## src/rtl/core/lzsswd_pkg.sv

```systemverilog
// ============================================================================
// lzsswd_pkg
// Shared constants and types for the LZSS window decoder.
// ============================================================================
`timescale 1ns / 1ps

package lzsswd_pkg;

    localparam int WINDOW_SIZE = 4096;   // history window depth in bytes
    localparam int CMD_DEPTH   = 2;      // front-to-back command queue
    localparam int OUT_DEPTH   = 4;      // result queue

    localparam int LEN_W  = 24;          // output_length / byte counter width
    localparam int POS_W  = 12;          // window position field of a match
    localparam int MLEN_W = 4;           // match length code
    localparam int LEFT_W = 5;           // bytes left in a run, up to 18

    localparam logic [POS_W-1:0]  START_POS  = 12'hFEE;
    localparam logic [15:0]       FLAG_GUARD = 16'hFF00;
    localparam logic [LEFT_W-1:0] MATCH_BIAS = 5'd3;
    localparam logic [LEN_W-1:0]  OUT_LEN_RESET = 24'd1;

    // One decoded token, handed from the front to the back.
    typedef struct packed {
        logic              start;      // first token of a new stream
        logic              is_match;   // 0: literal in pos[7:0]
        logic [POS_W-1:0]  pos;
        logic [MLEN_W-1:0] len;
    } t_cmd;

    // One result word.
    typedef struct packed {
        logic [7:0] data;
        logic       run_last;
        logic       stream_end;
    } t_res;

endpackage

```

## src/rtl/core/lzsswd_front.sv

```systemverilog
// ============================================================================
// lzsswd_front
// Token parser: walks flag bits and turns input bytes into literal/match
// commands.
// ============================================================================
`timescale 1ns / 1ps

module lzsswd_front (
    input  logic                 i_clk,
    input  logic                 i_rst_n,
    input  logic                 i_acc,
    input  logic [7:0]           i_byte,
    input  logic                 i_start,
    output logic                 o_cmd_push,
    output lzsswd_pkg::t_cmd     o_cmd
);

    typedef enum logic [3:0] {
        PH_FLAG = 4'b0001,
        PH_LIT  = 4'b0010,
        PH_MLO  = 4'b0100,
        PH_MHI  = 4'b1000
    } t_phase;

    t_phase      r_phase, n_phase, s_phase, s_after;
    logic [15:0] r_ctrl, n_ctrl, s_ctrl, s_shift;
    logic [7:0]  r_mlo, n_mlo;
    logic        r_start_pend, n_start_pend;

    // Stream start restarts parsing with this byte as the flag byte.
    assign s_phase = i_start ? PH_FLAG : r_phase;
    assign s_ctrl  = i_start ? 16'h0000 : r_ctrl;

    // Next token from the remaining control bits; guard bits mark exhaustion.
    assign s_shift = {1'b0, s_ctrl[15:1]};
    always_comb begin
        if (!s_shift[8]) begin
            s_after = PH_FLAG;
        end else if (s_shift[0]) begin
            s_after = PH_LIT;
        end else begin
            s_after = PH_MLO;
        end
    end

    always_comb begin
        n_phase      = r_phase;
        n_ctrl       = r_ctrl;
        n_mlo        = r_mlo;
        n_start_pend = r_start_pend || (i_acc && i_start);
        o_cmd_push   = 1'b0;
        o_cmd.start    = r_start_pend;
        o_cmd.is_match = 1'b0;
        o_cmd.pos      = {{(lzsswd_pkg::POS_W - 8){1'b0}}, i_byte};
        o_cmd.len      = i_byte[3:0];
        if (i_acc) begin
            n_ctrl = s_ctrl;
            case (s_phase)
                PH_FLAG: begin
                    n_ctrl  = {8'h00, i_byte} | lzsswd_pkg::FLAG_GUARD;
                    n_phase = i_byte[0] ? PH_LIT : PH_MLO;
                end
                PH_LIT: begin
                    o_cmd_push   = 1'b1;
                    n_ctrl       = s_shift;
                    n_phase      = s_after;
                    n_start_pend = 1'b0;
                end
                PH_MLO: begin
                    n_mlo   = i_byte;
                    n_phase = PH_MHI;
                end
                PH_MHI: begin
                    o_cmd_push     = 1'b1;
                    o_cmd.is_match = 1'b1;
                    o_cmd.pos      = {i_byte[7:4], r_mlo};
                    n_ctrl         = s_shift;
                    n_phase        = s_after;
                    n_start_pend   = 1'b0;
                end
                default: begin
                    n_phase = PH_FLAG;
                end
            endcase
        end
    end

    always_ff @(posedge i_clk) begin
        if (!i_rst_n) begin
            r_phase      <= PH_FLAG;
            r_ctrl       <= '0;
            r_mlo        <= '0;
            r_start_pend <= 1'b0;
        end else begin
            r_phase      <= n_phase;
            r_ctrl       <= n_ctrl;
            r_mlo        <= n_mlo;
            r_start_pend <= n_start_pend;
        end
    end

endmodule

```

## config.mk

```make
export PLATFORM = sky130hd
export DESIGN_NAME = lzsswd_front
export DESIGN_NICKNAME = d
export VERILOG_FILES = /design/src/rtl/core/lzsswd_pkg.sv /design/src/rtl/core/lzsswd_front.sv
export SDC_FILE = /design/constraint.sdc
export NUM_CORES = 1
export LEC_CHECK = 0
export BUFFER_PORTS_ARGS = -buffer_cell sky130_fd_sc_hd__buf_2
export CAP_MARGIN = 20
export CORE_AREA = 2 2 56 58
export DETAILED_ROUTE_END_ITERATION = 12
export DIE_AREA = 0 0 58 60
export GPL_ROUTABILITY_DRIVEN = 1
export MAX_ROUTING_LAYER = met4
export PLACE_DENSITY_LB_ADDON = 0.3
export REMOVE_ABC_BUFFERS = 1
export SKIP_LAST_GASP = 1
export SLEW_MARGIN = 20
export SYNTH_ARGS = -nofsm -noshare
export SYNTH_HDL_FRONTEND = slang
export SYNTH_SLANG_ARGS = --single-unit
```

## constraint.sdc

```tcl
create_clock -name i_clk -period 1.9 [get_ports i_clk]
set_input_delay 0.19 -clock i_clk [delete_from_list [all_inputs] [get_ports i_clk]]
set_output_delay 0.19 -clock i_clk [all_outputs]
set_load 0.05 [all_outputs]
```

==> results.yml <==
setup_path:
  criticalPathCategory: "reg2out"
  crit_arrival_ps: 1620
  path_cells: "nor4_4, nand3_2, buf_6, nand2_1, nand2_1, clkbuf_4"
  end_kind: "output pin"
  critPathMaxFanout: 8
  crit_path_frequent_cell: "nand2_1"
  cp_top_family: "simple AND/OR/NAND/NOR gates"
  required_ps: 1710
  path_buf_inv: 2
  cp_slowest_cell: "dfxtp_4"
  cp_slowest_stage_delay_ps: 400
  start_kind: "flop"
  rrSetupSlack_ps: 130
yosys:
  ys_seq_elements: 28
  yosys_warnings: 0
  synth_cells: 179
  syn_area_per_cell_sq_um: 8.23
  ys_top_cells_by_area: "dfxtp_1, nand2_1, mux2i_1"
  synth_async_sr_flop_share_pct: 0
  yosys.area_share.simple_pct: 22.8
  yosysUniqueCellTypes: 35
  synth_top_family_by_area: "simple AND/OR/NAND/NOR gates"
  synth.yosys.seq_area_share_pct: 38.1
  synth_common_cells: "nand2_1, dfxtp_1, mux2i_1"
  synth-compound-area-share_pct: 20.7
  synthXorXnorAreaFrac_pct: 1.19
  synth_flop_cell: "dfxtp_1"
  synth.largest_area_cell: "dfxtp_1"
  synth-edff-count: 0
  synth_fa_ha_area_share_pct: 0
  synthMuxAreaShare_pct: 8.84
  synth_top_cell_area_share_pct: 38.1
  netlist_area_sq_um: 1470
  synth.most_common_cell: "nand2_1"
sta:
  fin_ws_ps: 94.9
  finalSetupViolations: 0
  period_needed_ps: 1810
  hold_viol: 0
  worst_pin_slew_ps: 459
  fin_skew_ps: 15.8
  slew_headroom_pct: 68.9
  period_share_pct: 95.0
  rsz0062_at_grt: "yes"
  maxSlewViolCount: 0
  max_clock_freq_mhz: 554
global_route:
  busiest_layer: "met2"
  grt_pass1_vias: 1260
  grt_pass1_wl_mm: 5.76
  track_usage_pct: 22.0
  grt-ovfl-total: 0
  met2_usage_pct: 35.7
  antenna_found_initial: 0
  met1_usage_pct: 28.2
  grt_max_degree: 33
  grtUsageMet3_pct: 3.03
routing:
  vias: 1403
  antenna_left: 0
  vias_per_cell: 5.92
  postRouteWirelength_mm: 3.48
  detail_route.wl_per_cell_um: 14.7
  firstDrtPassIters: 5
  drc: 0
  drtIter0Drc: 75
die:
  initial_core_util_pct: 50.7
  io_pins: 31
  die_y_um: 60
  die_area_sq_um: 3480
  row_count: 20
  core_area_sq_um: 2900
  fp.dieW_um: 58
clock_tree:
  cts_tree: "built"
  path_clk_slew_ps: 160
  cts.sinks: 28
  clock_latency_ps: 330
  ctsHtreeMaxLevel: 1
  root_buffer: "clkbuf_4"
  clockBufferDepth: 2
  cts_hold_buf: 0
  numCtsBuffers: 3
finish:
  diodes: 0
  nNetsFinal: 217
  synthToLayoutAreaGrowth_pct: 19.8
  drive_gt1_share_pct: 26.5
placed_design:
  dp_worst_setup_slack_ps: 180
  place.detailed.hpwl_mm: 2.40
  place_congestion: 0.789
  portBuffers: 30
run:
  max_cap_viol_count: 0
power_and_ir_drop:
  pwr_density_cell_nw_per_um2: 682
  max-vdd-ir-drop_mv: 0.412
  power_mw: 1.20
  p_leak_nw: 0.786
min_path:
  hp-class: "in2reg"
outcome:
  status: "completed"
[where the power goes]
part	internal, mW	switching, mW
clock network	0.117	0.174
logic	0.0969	0.164
registers	0.621	0.0299
total	0.835	0.368
[worst paths after layout]
check / from / end / depth (start not counted)
min: i_byte[6] / r_mlo[6] / 3
min reg2reg: r_ctrl[2] / r_ctrl[2] / 2
max: r_phase[0] / o_cmd[10] / 6
max reg2reg: r_phase[3] / r_ctrl[7] / 4
[stage by stage]
stage / area [sq um] / hold slack (ps) / instances / setup TNS (ps) / util [%]
finish: 1760 / 169 / 237 / 0 / 60.8
global route: 1760 / 162 / 237 / -104 / 60.8
CTS: 1680 / 160 / 235 / 0 / 57.8
detailed placement: 1620 / 477 / 231 / 0 / 55.8
global placement: 1620 / 460 / 231 / 0 / 55.8
floorplan: 1370 / 266 / 160 / -1710 / -
[layout make-up]
type / instances / area, sq um
flip-flops and latches: 28 / 569
fillers: 261 / 1140
clock buffers: 4 / 36.3
multi-input cells: 127 / 821
inverters: 5 / 23.8
well taps: 33 / 41.3
repair buffers: 40 / 273
[worst min-delay path, stage by stage]
cell     delay (ps)
buf_2           120
mux2i_1          70
nor2b_1         100
[logic make-up (layout without fill, tap and decap cells)]
group | after synthesis | in the layout
simple gates | 68 | 68
compound gates | 44 | 44
flops | 28 | 28
buf+inv | 24 | 49
mux | 13 | 13
xor+xnor | 2 | 2
[what timing repair did]
item,in CTS,in global routing
gates cloned,0,0
buffers inserted,0,2
setup endpoints to repair,14,14
pin swaps,0,1
resized for setup,11,24
[flip-flops by register name (all words and copies together) (netlist names)]
| name | count |
|---|---|
| r_mlo | 8 |
| r_ctrl | 15 |
| r_start_pend | 1 |
| r_phase | 4 |
[placed cells by master (no fill, tap or decap), drive strengths merged, types with 2 or more instances in the layout]
cell type   n
nand2      36
nor3        2
xor2        2
o22ai       7
nor2        3
nor4b       2
a41oi       5
a22oi       8
nor2b      11
a221oi      3
clkbuf      6
mux2i      13
o21ai      12
buf        38
o21a        2
a21oi       2
and2        5
dfxtp      28
inv         4
nand3       3
[per-layer routing]
layer	vias to the layer above	routed length (um)
li1	679	-
met1	672	1590
met2	45	1670
met3	7	163
met4	0	50
met5	-	0
No activity file was read; power rests on OpenSTA's default activity.
