<file path="src/rtl/core/lzsswd_fifo.sv">
// ============================================================================
// lzsswd_fifo
// Small register-based FIFO with occupancy count.
// ============================================================================
`timescale 1ns / 1ps

module lzsswd_fifo #(
    parameter int W     = 8,
    parameter int DEPTH = 2
) (
    input  logic                         i_clk,
    input  logic                         i_rst_n,
    input  logic                         i_push,
    input  logic [W-1:0]                 i_data,
    output logic                         o_full,
    input  logic                         i_pop,
    output logic [W-1:0]                 o_data,
    output logic                         o_empty,
    output logic [$clog2(DEPTH+1)-1:0]   o_count
);

    localparam int PW = (DEPTH > 1) ? $clog2(DEPTH) : 1;
    localparam int CW = $clog2(DEPTH + 1);

    logic [W-1:0]  r_mem [DEPTH];
    logic [PW-1:0] r_wp, n_wp;
    logic [PW-1:0] r_rp, n_rp;
    logic [CW-1:0] r_cnt, n_cnt;
    logic          s_push, s_pop;

    assign o_full  = (r_cnt == CW'(DEPTH));
    assign o_empty = (r_cnt == '0);
    assign o_count = r_cnt;
    assign o_data  = r_mem[r_rp];

    assign s_push = i_push && !o_full;
    assign s_pop  = i_pop && !o_empty;

    always_comb begin
        n_wp  = r_wp;
        n_rp  = r_rp;
        n_cnt = r_cnt;
        if (s_push) begin
            n_wp = (r_wp == PW'(DEPTH - 1)) ? '0 : r_wp + 1'b1;
        end
        if (s_pop) begin
            n_rp = (r_rp == PW'(DEPTH - 1)) ? '0 : r_rp + 1'b1;
        end
        case ({s_push, s_pop})
            2'b10:   n_cnt = r_cnt + 1'b1;
            2'b01:   n_cnt = r_cnt - 1'b1;
            default: n_cnt = r_cnt;
        endcase
    end

    always_ff @(posedge i_clk) begin
        if (!i_rst_n) begin
            r_wp  <= '0;
            r_rp  <= '0;
            r_cnt <= '0;
        end else begin
            r_wp  <= n_wp;
            r_rp  <= n_rp;
            r_cnt <= n_cnt;
        end
    end

    always_ff @(posedge i_clk) begin
        if (s_push) begin
            r_mem[r_wp] <= i_data;
        end
    end

endmodule

</file>
<file path="config.mk">
export PLATFORM = sky130hd
export DESIGN_NAME = lzsswd_fifo
export DESIGN_NICKNAME = d
export VERILOG_FILES = /design/src/rtl/core/lzsswd_fifo.sv
export SDC_FILE = /design/constraint.sdc
export NUM_CORES = 1
export LEC_CHECK = 0
export ABC_AREA = 1
export BUFFER_PORTS_ARGS = -buffer_cell sky130_fd_sc_hd__buf_2
export CAP_MARGIN = 5
export CORE_UTILIZATION = 45
export CTS_CLUSTER_SIZE = 16
export DETAILED_ROUTE_END_ITERATION = 10
export PLACE_DENSITY = 0.82
export SYNTH_ARGS = -nofsm -noshare
export SYNTH_HDL_FRONTEND = slang
export SYNTH_SLANG_ARGS = --single-unit
</file>
<file path="constraint.sdc">
create_clock -name i_clk -period 1.9 [get_ports i_clk]
set_input_delay 0.285 -clock i_clk [delete_from_list [all_inputs] [get_ports i_clk]]
set_output_delay 0.285 -clock i_clk [all_outputs]
set_load 0.02 [all_outputs]
</file>
==> summary.txt, run 1 <==
Outcome - complete, no violations
Worst IR Drop VDD - 0.000528 V
Worst skew pair latency - 0.29 ns
Post-CTS setup buffers - 0
H-tree Lvls - 1
Most frequent cells in the layout - buf_2 (23), edfxtp_1 (16), nor2_1 (9)
Number of placed instances with taps included - 113
Min Hold Slack - 0.171 ns
CTS sink count - 21
Worst setup margin - 0.230 ns
Core Util, Final - 0.582
Largest net degree at the start of global routing - 13
CTS tree - done
GPL Wtd Cong - 0.655
Startpoint types - flip-flop
Final net count - 106
IO Port Bufs - 23
Clk slew on worst S/H paths - 0.11 ns
Post-CTS Resized - 0
Count of state elements after synthesis - 21
Setup TNS - 0 ns
Vias per cell - 4.61
Top Ports - 24
Sequential area share after synthesis - 0.692
Post-route DRC violation count - 0
First-pass GRT wire length - 1820 microns
Routed len/inst - 10.6 microns
Post-Synthesis Cells - 65
Fmax - 599 MHz
FILL cells - 160
Yosys top cell area share - 0.572
Total core area - 1750 sq um
Setup violators final - 0
Die area - 2040 sq um
Synth warn - 0
Commonest non-fill, non-tap cell in the layout - buf_2
WS Path Type - flip-flop to output port
Min cycle time layout - 1.67 ns
CP required - 1.62 ns
Chip Height - 45.2 microns
DPL Wire Length - 931 microns
Unique masters post-synth - 16
Crit path max fanout - 8
Static Leakage - 0.440 nW
Final critical-path share of the clock period - 0.879
Vias in the first global route - 463
Remaining Overflow, GRT - 0
Max_slew headroom - 0.758
Initial Util - 0.481
Unrepaired setup endpoints after global routing - false
Count of pins over their slew limit - 0
Final hold violation count - 0
Number of diodes - 0
Post-synth net total - 78
Synth area leader - edfxtp_1
Pre-Repair DR Iteration Count - 4
First DRT Iteration DRCs - 13
Antenna violations before repair - 0
WL final - 1240 microns
Post-route non-filler standard cell count - 117
Clk root buf - clkbuf_4
Via count - 539
Area growth, synth to finish - 21.0%
# rows - 15
Hold Buf Count CTS - 0
CTS Buffer Depth - 2
Share of cells above drive strength 1 - 0.467
Max cap viols - 0
Total global-route track usage - 0.134
Inserted Clock Buffers - 3
Critical path data arrival time - 1.39 ns
Post-Syn Area - 840 sq um
Worst Max-Slew Pin Slew - 0.362 ns
Number of antenna-violating nets in the routed design - 0
Skew final - 0.00100 ns
Dpl ws - 0.492 ns
PD cells - 1160 nW/um^2
Post-Syn Area per Cell - 12.9 sq um
Largest cells by area after synthesis - edfxtp_1 (57%), dfxtp_1 (12%), mux2_2 (11%)
Crit path capture type - output port
Worst min path class - primary input to flip-flop
Die width - 45.2 microns
-- registers in the layout, indices dropped and copies added (netlist names), named ones only --
signal and cells:
r_rp 1, r_mem 16, r_wp 1, o_count 2
-- layer usage --
metal,up-vias,track usage,wire [microns]
met4,0,0.0909,0
met3,0,0.0400,81
li1,275,-,-
met5,-,0,0
met2,21,0.249,682
met1,243,0.121,473
-- kinds of logic (layout without fill, tap and decap cells) --
kind of cell / count (synthesis) / in the layout / share of synthesized area
buf+inv: 10 / 37 / 0.0462
mux: 8 / 8 / 0.107
fa+ha+maj: 1 / 1 / 0.0149
simple gates: 23 / 23 / 0.128
compound gates: 2 / 2 / 0.0119
flops: 21 / 21 / 0.692
-- synthesized netlist by cell type --
master,number
a21oi_1,1
buf_2,1
dfxtp_1,5
edfxtp_1,16
ha_1,1
inv_1,7
inv_2,2
mux2_2,8
nand2_1,7
nand2_2,1
nand3_1,1
nand4_1,1
nor2_1,9
nor2_2,3
nor2_4,1
o21ai_0,1
-- final timing paths --
path / to / depth (start not counted) / start / slack [ns]
min: r_mem[1][3]$_DFFE_PP_ / 1 / i_data[3] / 0.17
max: o_data[0] / 2 / flip-flop / 0.23
max reg2reg: o_count[1]$_SDFFE_PN0P_ / 9 / o_count[0]$_SDFFE_PN0P_ / 0.48
min reg2reg: r_rp$_SDFFE_PN0P_ / 2 / r_rp$_SDFFE_PN0P_ / 0.51
-- area by class of cell --
class	count	area (sq um)	share of cell area
Sequential cell	21	581	0.571
Clock inverter	1	5.00	0.00493
Inverter	9	33.8	0.0333
Timing Repair Buffer	24	123	0.121
Clock buffer	3	22.5	0.0222
Multi-Input combinational cell	34	220	0.217
Tap cell	25	31.3	0.0308
-- per-stage QoR --
stage	power, W	cell area, sq um
after floorplan	0.000877	840
after global placement	0.000971	988
after detailed placement	0.000986	988
after CTS	0.00119	1020
after global routing	0.00124	1020
final	0.00117	1020
-- power by group --
group | switching, W | internal, W | leakage, nW
registers | 0.0000431 | 0.000562 | 0.191
logic | 0.000223 | 0.000143 | 0.231
clock network | 0.000124 | 0.0000784 | 0.0177
-- critical path: stages (launching register included) --
cell and delay [ns]:
dfxtp_1 0.55, mux2_2 0.38, buf_2 0.16
Power figures use the tool's default switching activity.
==> run 2: changes to the inputs <==
Settings changed: CORE_UTILIZATION 45 to 44, PLACE_DENSITY 0.82 to 0.83.
Clock period 1.9 ns to 1.4 ns, I/O delays scaled along.
==> run 2 against run 1 <==
  * Critical path type unchanged
  * Combinational power grew 75%
  * Die area up 2.2%
  * Global-route usage grew 0.53 points
  * Setup slack got worse by 0.25 ns
  * The run now ends with setup timing left
  * Cell count did not move
  * Wire length increased by 13%
  * Non-clock buffer count stayed put
  * Core utilization is 6.0 points higher
  * First-iteration DRC count is 38% lower
  * Via count up 2.8%
  * Clock power is 35% higher
==> summary.txt, run 2 (synthesis gave the netlist of run 1 again) <==
Crit path capture type - output port
Area growth, synth to finish - 34.9%
Vias per cell - 4.74 (+2.8%)
Antenna violations before repair - 0 (unchanged)
CTS tree - done
Chip Height - 45.7 microns (+1.1%)
Setup slack, reg-to-reg - 0.10 ns (-0.38 ns)
CTS sink count - 21 (unchanged)
Inserted Clock Buffers - 3 (unchanged)
Routed len/inst - 11.9 microns (+13%)
Static Leakage - 0.486 nW (+11%)
Number of diodes - 0 (unchanged)
Clk root buf - clkbuf_4
Total core area - 1760 sq um (+1.1%)
CP Buf/Inv Count - 1 (unchanged)
Top Ports - 24 (unchanged)
Family with the most delay on the worst path - flip-flops
Remaining Overflow, GRT - 0 (unchanged)
First-pass GRT wire length - 1980 microns (+8.7%)
Clk slew on worst S/H paths - 0.11 ns (about the same)
Slowest CP cell - dfxtp_4
Commonest non-fill, non-tap cell in the layout - edfxtp_1
First DRT Iteration DRCs - 8 (-5)
Count of pins over their slew limit - 0 (unchanged)
Worst setup margin - -0.0211 ns (-0.251 ns)
CTS Buffer Depth - 2 (unchanged)
Max FFs per register - 16 (unchanged)
Pre-Repair DR Iteration Count - 4 (unchanged)
Total global-route track usage - 0.139 (+0.00527)
Unrepaired setup endpoints after global routing - true
Startpoint types - flip-flop
Vias in the first global route - 491 (+6.0%)
Setup TNS - -0.104 ns (-0.104 ns)
Initial Util - 0.476 (-0.00512)
Sequence of cells on the critical path - mux2_4 > buf_6
IO Port Bufs - 23 (unchanged)
Largest net degree at the start of global routing - 13 (unchanged)
Crit path max fanout - 8 (unchanged)
Fmax - 704 MHz
# rows - 15 (unchanged)
Critical path data arrival time - 1.21 ns (-0.18 ns)
Worst reg2reg path startpoint - o_count[0]$_SDFFE_PN0P_
GPL Wtd Cong - 0.684 (+4.6%)
Number of antenna-violating nets in the routed design - 0 (unchanged)
Failing checks - setup timing
DPL Wire Length - 947 microns (+1.7%)
CP required - 1.19 ns (-0.43 ns)
WL final - 1400 microns (+13%)
Outcome - finished with violations
Final net count - 106 (unchanged)
Top reg by flops - r_mem
Final critical-path share of the clock period - 1.02
Min cycle time layout - 1.42 ns
Die width - 45.7 microns (+1.1%)
Worst min path class - primary input to flip-flop
Share of cells above drive strength 1 - 0.543 (+0.0761)
Final hold violation count - 0 (unchanged)
PD cells - 1560 nW/um^2 (+35%)
Multi-input gate area - 275 sq um (+25%)
CP max stage delay - 0.45 ns (-0.10 ns)
Via count - 554 (+2.8%)
Most frequent cells in the layout - edfxtp_1 (16), buf_2 (15), mux2_4 (8), nor2_1 (8), buf_6 (8)
Max_slew headroom - 0.790 (+0.0324)
H-tree Lvls - 1 (unchanged)
Number of cells on the critical path - 2 (unchanged)
FF/Latch Area - 592 sq um (+1.9%)
WS Path Type - flip-flop to output port
RR Endpoint - o_count[1]$_SDFFE_PN0P_
Worst Max-Slew Pin Slew - 0.314 ns (-0.0484 ns)
Die area - 2090 sq um (+2.2%)
CP Capture Point - o_data[7]
Dpl ws - -0.00590 ns (-0.498 ns)
Setup violators final - 8 (+8)
Worst IR Drop VDD - 0.000767 V (+45%)
Skew final - 0.0113 ns (+0.0103 ns)
Post-route DRC violation count - 0 (unchanged)
FILL cells - 135 (-16%)
R2R depth - 10 (+1)
Worst skew pair latency - 0.30 ns (about the same)
Max cap viols - 0 (unchanged)
run 2: cell count changes in the layout (fill, tap and decap cells not counted), moves of 2 or more:
cell     previous run  this run
inv_2               2         4
dfxtp_4             0         3
buf_6               0         8
nor2_4              1         3
mux2_2              8         0
buf_2              23        15
dfxtp_1             5         2
mux2_4              0         8
inv_1               7         5
run 2: final cells by class:
type | count | area share
Sequential cell | 21 | 0.523
Clock inverter | 1 | 0.00442
Tap cell | 25 | 0.0276
Timing Repair Buffer | 24 | 0.152
Multi-Input combinational cell | 34 | 0.243
Inverter | 9 | 0.0298
Clock buffer | 3 | 0.0199
run 2: worst min-delay path by stage:
stage | from | end | slack, ns | cells past startpoint
6_report | i_data[6] | r_mem[1][6]$_DFFE_PP_ | 0.09 | 1
5_1_grt | i_data[6] | r_mem[0][6]$_DFFE_PP_ | 0.08 | 1
4_1_cts | i_data[6] | r_mem[1][6]$_DFFE_PP_ | 0.09 | 1
3_5_place_dp | i_data[6] | r_mem[0][6]$_DFFE_PP_ | 0.40 | 1
3_3_place_gp | i_data[6] | r_mem[0][6]$_DFFE_PP_ | 0.40 | 1
2_1_floorplan | i_data[0] | r_mem[0][0]$_DFFE_PP_ | 0.31 | 0
run 2: where the power goes:
group          internal (W)  leakage (nW)  switching (W)  total [W]
Sequential         0.000777         0.193      0.0000753   0.000852
Clock              0.000106        0.0177       0.000168   0.000274
Combinational      0.000304         0.276       0.000336   0.000640
run 2: layer usage:
layer	global-route usage	share of wire	vias up	wire length (microns)
met5	0	0	-	0
met4	0.0545	0	0	0
met3	0.0357	0.055	0	77
met2	0.260	0.55	21	761
met1	0.145	0.40	264	557
li1	-	-	269	-
run 2: per-stage QoR:
step | instance area [sq um] | util | hold WS, ns | power [W] | instances
floorplan | 852 | - | 0.309 | 0.00121 | 65
global placement | 1000 | 0.567 | 0.397 | 0.00134 | 113
detailed placement | 1000 | 0.567 | 0.401 | 0.00136 | 113
CTS | 1120 | 0.633 | 0.0897 | 0.00175 | 117
global route | 1130 | 0.642 | 0.0804 | 0.00186 | 117
finish | 1130 | 0.642 | 0.0916 | 0.00177 | 117
run 2: timing repair:
| action | CTS | global route |
|---|---|---|
| hold buffers | 0 | 0 |
| setup endpoints to repair | 9 | 9 |
| resized for setup | 27 | 3 |
| setup buffers | 0 | 0 |
==> run 3: changes to the inputs <==
Settings changed: CORE_ASPECT_RATIO from default to 1.25.
Clock period 1.4 ns to 1.3 ns, I/O delays scaled along.
==> run 3 against run 2 <==
  * The flow still finishes with violations (setup timing)
  * Register-to-register slack worse by 0.11 ns
  * Power is 13% higher
  * Sequential cell count stayed put
  * Count of clock-buffer cells in the layout stayed put
  * Sequential power is 8.0% higher
  * Non-clock buffer count is 3 higher
  * Core utilization is 1.3 points higher
==> summary.txt, run 3 (synthesis gave the netlist of run 1 again) <==
Outcome - finished with violations
Failing checks - setup timing
Min cycle time layout - 1.40 ns
Post-route non-filler standard cell count - 114 (-2.6%)
Min Hold Slack - 0.0752 ns (-0.0165 ns)
Final net count - 109 (+2.8%)
Via count - 567 (+2.3%)
Crit path max fanout - 8 (unchanged)
Worst skew pair latency - 0.30 ns (about the same)
Unrepaired setup endpoints after global routing - true
Startpoint types - flip-flop
Count of pins over their slew limit - 0 (unchanged)
CTS tree - done
WL final - 1450 microns (+4.2%)
Crit path capture type - output port
Vias in the first global route - 530 (+7.9%)
Post-DP Area - 1030 sq um (+2.8%)
CP required - 1.11 ns (-0.08 ns)
Clk slew on worst S/H paths - 0.11 ns (about the same)
Initial Util - 0.470 (-0.00600)
Number of placed instances with taps included - 107 (-5.3%)
Setup violators final - 9 (+1)
Worst IR Drop VDD - 0.000898 V (+17%)
Final critical-path share of the clock period - 1.08
Clk root buf - clkbuf_4
Met2 Usage GRT - 0.268 (+0.00823)
Number of antenna-violating nets in the routed design - 0 (unchanged)
Total global-route track usage - 0.154 (+0.0150)
M3 GR Usage - 0.0304 (-0.00528)
# rows - 17 (+2)
Worst min path class - primary input to flip-flop
Most frequent cells in the layout - edfxtp_1 (16), buf_2 (15), mux2_4 (8), buf_6 (8), nor2_1 (7)
Die width - 41.1 microns (-10%)
Top reg by flops - r_mem
First DRT Iteration DRCs - 5 (-3)
CTS sink count - 21 (unchanged)
Final hold violation count - 0 (unchanged)
Top Ports - 24 (unchanged)
First-pass GRT wire length - 2100 microns (+6.3%)
Antenna violations before repair - 0 (unchanged)
Core Util, Final - 0.655 (+0.0129)
Hold Buf Count CTS - 0 (unchanged)
Largest net degree at the start of global routing - 13 (unchanged)
Die area - 2090 sq um (about the same)
WS Path Type - flip-flop to output port
Remaining Overflow, GRT - 0 (unchanged)
Critical path data arrival time - 1.21 ns (about the same)
Vias per cell - 4.97 (+5.0%)
Commonest non-fill, non-tap cell in the layout - edfxtp_1
Area growth, synth to finish - 39.3%
Static Leakage - 0.505 nW (+3.9%)
M1 GR Usage - 0.158 (+0.0133)
Skew final - 0.00182 ns (-0.00952 ns)
IO Port Bufs - 23 (unchanged)
Setup slack, reg-to-reg - -0.01 ns (-0.11 ns)
Max cap viols - 0 (unchanged)
Inserted Clock Buffers - 3 (unchanged)
Chip Height - 50.8 microns (+11%)
PD cells - 1710 nW/um^2 (+9.3%)
Max_slew headroom - 0.884 (+0.0939)
GRT Max-Usage Layer - met2
Worst setup margin - -0.104 ns (-0.0833 ns)
Total core area - 1790 sq um (+1.3%)
Share of cells above drive strength 1 - 0.600 (+0.0565)
CTS Buffer Depth - 2 (unchanged)
Pre-Repair DR Iteration Count - 3 (-1)
Design Area, Final - 1170 sq um (+3.3%)
Fmax - 712 MHz
Max FFs per register - 16 (unchanged)
GPL Wtd Cong - 0.694 (+1.4%)
Number of diodes - 0 (unchanged)
Worst Max-Slew Pin Slew - 0.173 ns (-0.141 ns)
Routed len/inst - 12.8 microns (+6.9%)
Post-route DRC violation count - 0 (unchanged)
DPL Wire Length - 1020 microns (+8.2%)
H-tree Lvls - 1 (unchanged)
run 3: changes by cell type in the layout (fill, tap and decap cells not counted), sizes merged:
cell  change
buf       +3
run 3: final cells by class:
class	instances	area, sq um
clock buffers	3	22.5
clock inverters	1	5.00
fillers	140	617
inverters	9	38.8
multi-input cells	34	280
flip-flops and latches	21	592
well taps	19	23.8
repair buffers	27	208
run 3: path summary, 6_finish.rpt:
check                                               end                    start  cells after the start
worst max-delay path                          o_data[1]                flip-flop                      2
worst min-delay path              r_mem[0][1]$_DFFE_PP_                i_data[1]                      1
worst max register to register  o_count[1]$_SDFFE_PN0P_  o_count[1]$_SDFFE_PN0P_                     10
worst min register to register                flip-flop        r_rp$_SDFFE_PN0P_                      2
run 3: repair_timing:
item | in CTS | in global routing
endpoints found under the setup margin | 9 | 19
resized for setup | 26 | 5
setup buffers | 2 | 1
pin swaps | 2 | 8
run 3: power breakdown:
part,total [W],switching (W),internal [W]
sequential,0.000920,0.0000835,0.000837
clock,0.000302,0.000187,0.000115
combinational,0.000773,0.000394,0.000379
total,0.00200,0.000665,0.00133
run 3: critical path: stages (launching register included):
cell	delay, ns
dfxtp_4	0.45
mux2_4	0.33
buf_6	0.13
run 3: per-layer routing:
metal,wire length (microns),vias to the layer above,part of all wire
met5,0,-,0
met4,34,0,0.023
met3,65,5,0.045
met2,788,22,0.54
met1,564,261,0.39
li1,-,279,-
run 3: metrics by stage:
step	setup WS, ns	TNS [ns]	total power (W)
2_1_floorplan	0.00779	0	0.00134
3_3_place_gp	0.0474	0	0.00150
3_5_place_dp	0.00747	0	0.00153
4_1_cts	-0.110	-0.841	0.00198
5_1_grt	-0.141	-1.16	0.00210
6_report	-0.104	-0.792	0.00200
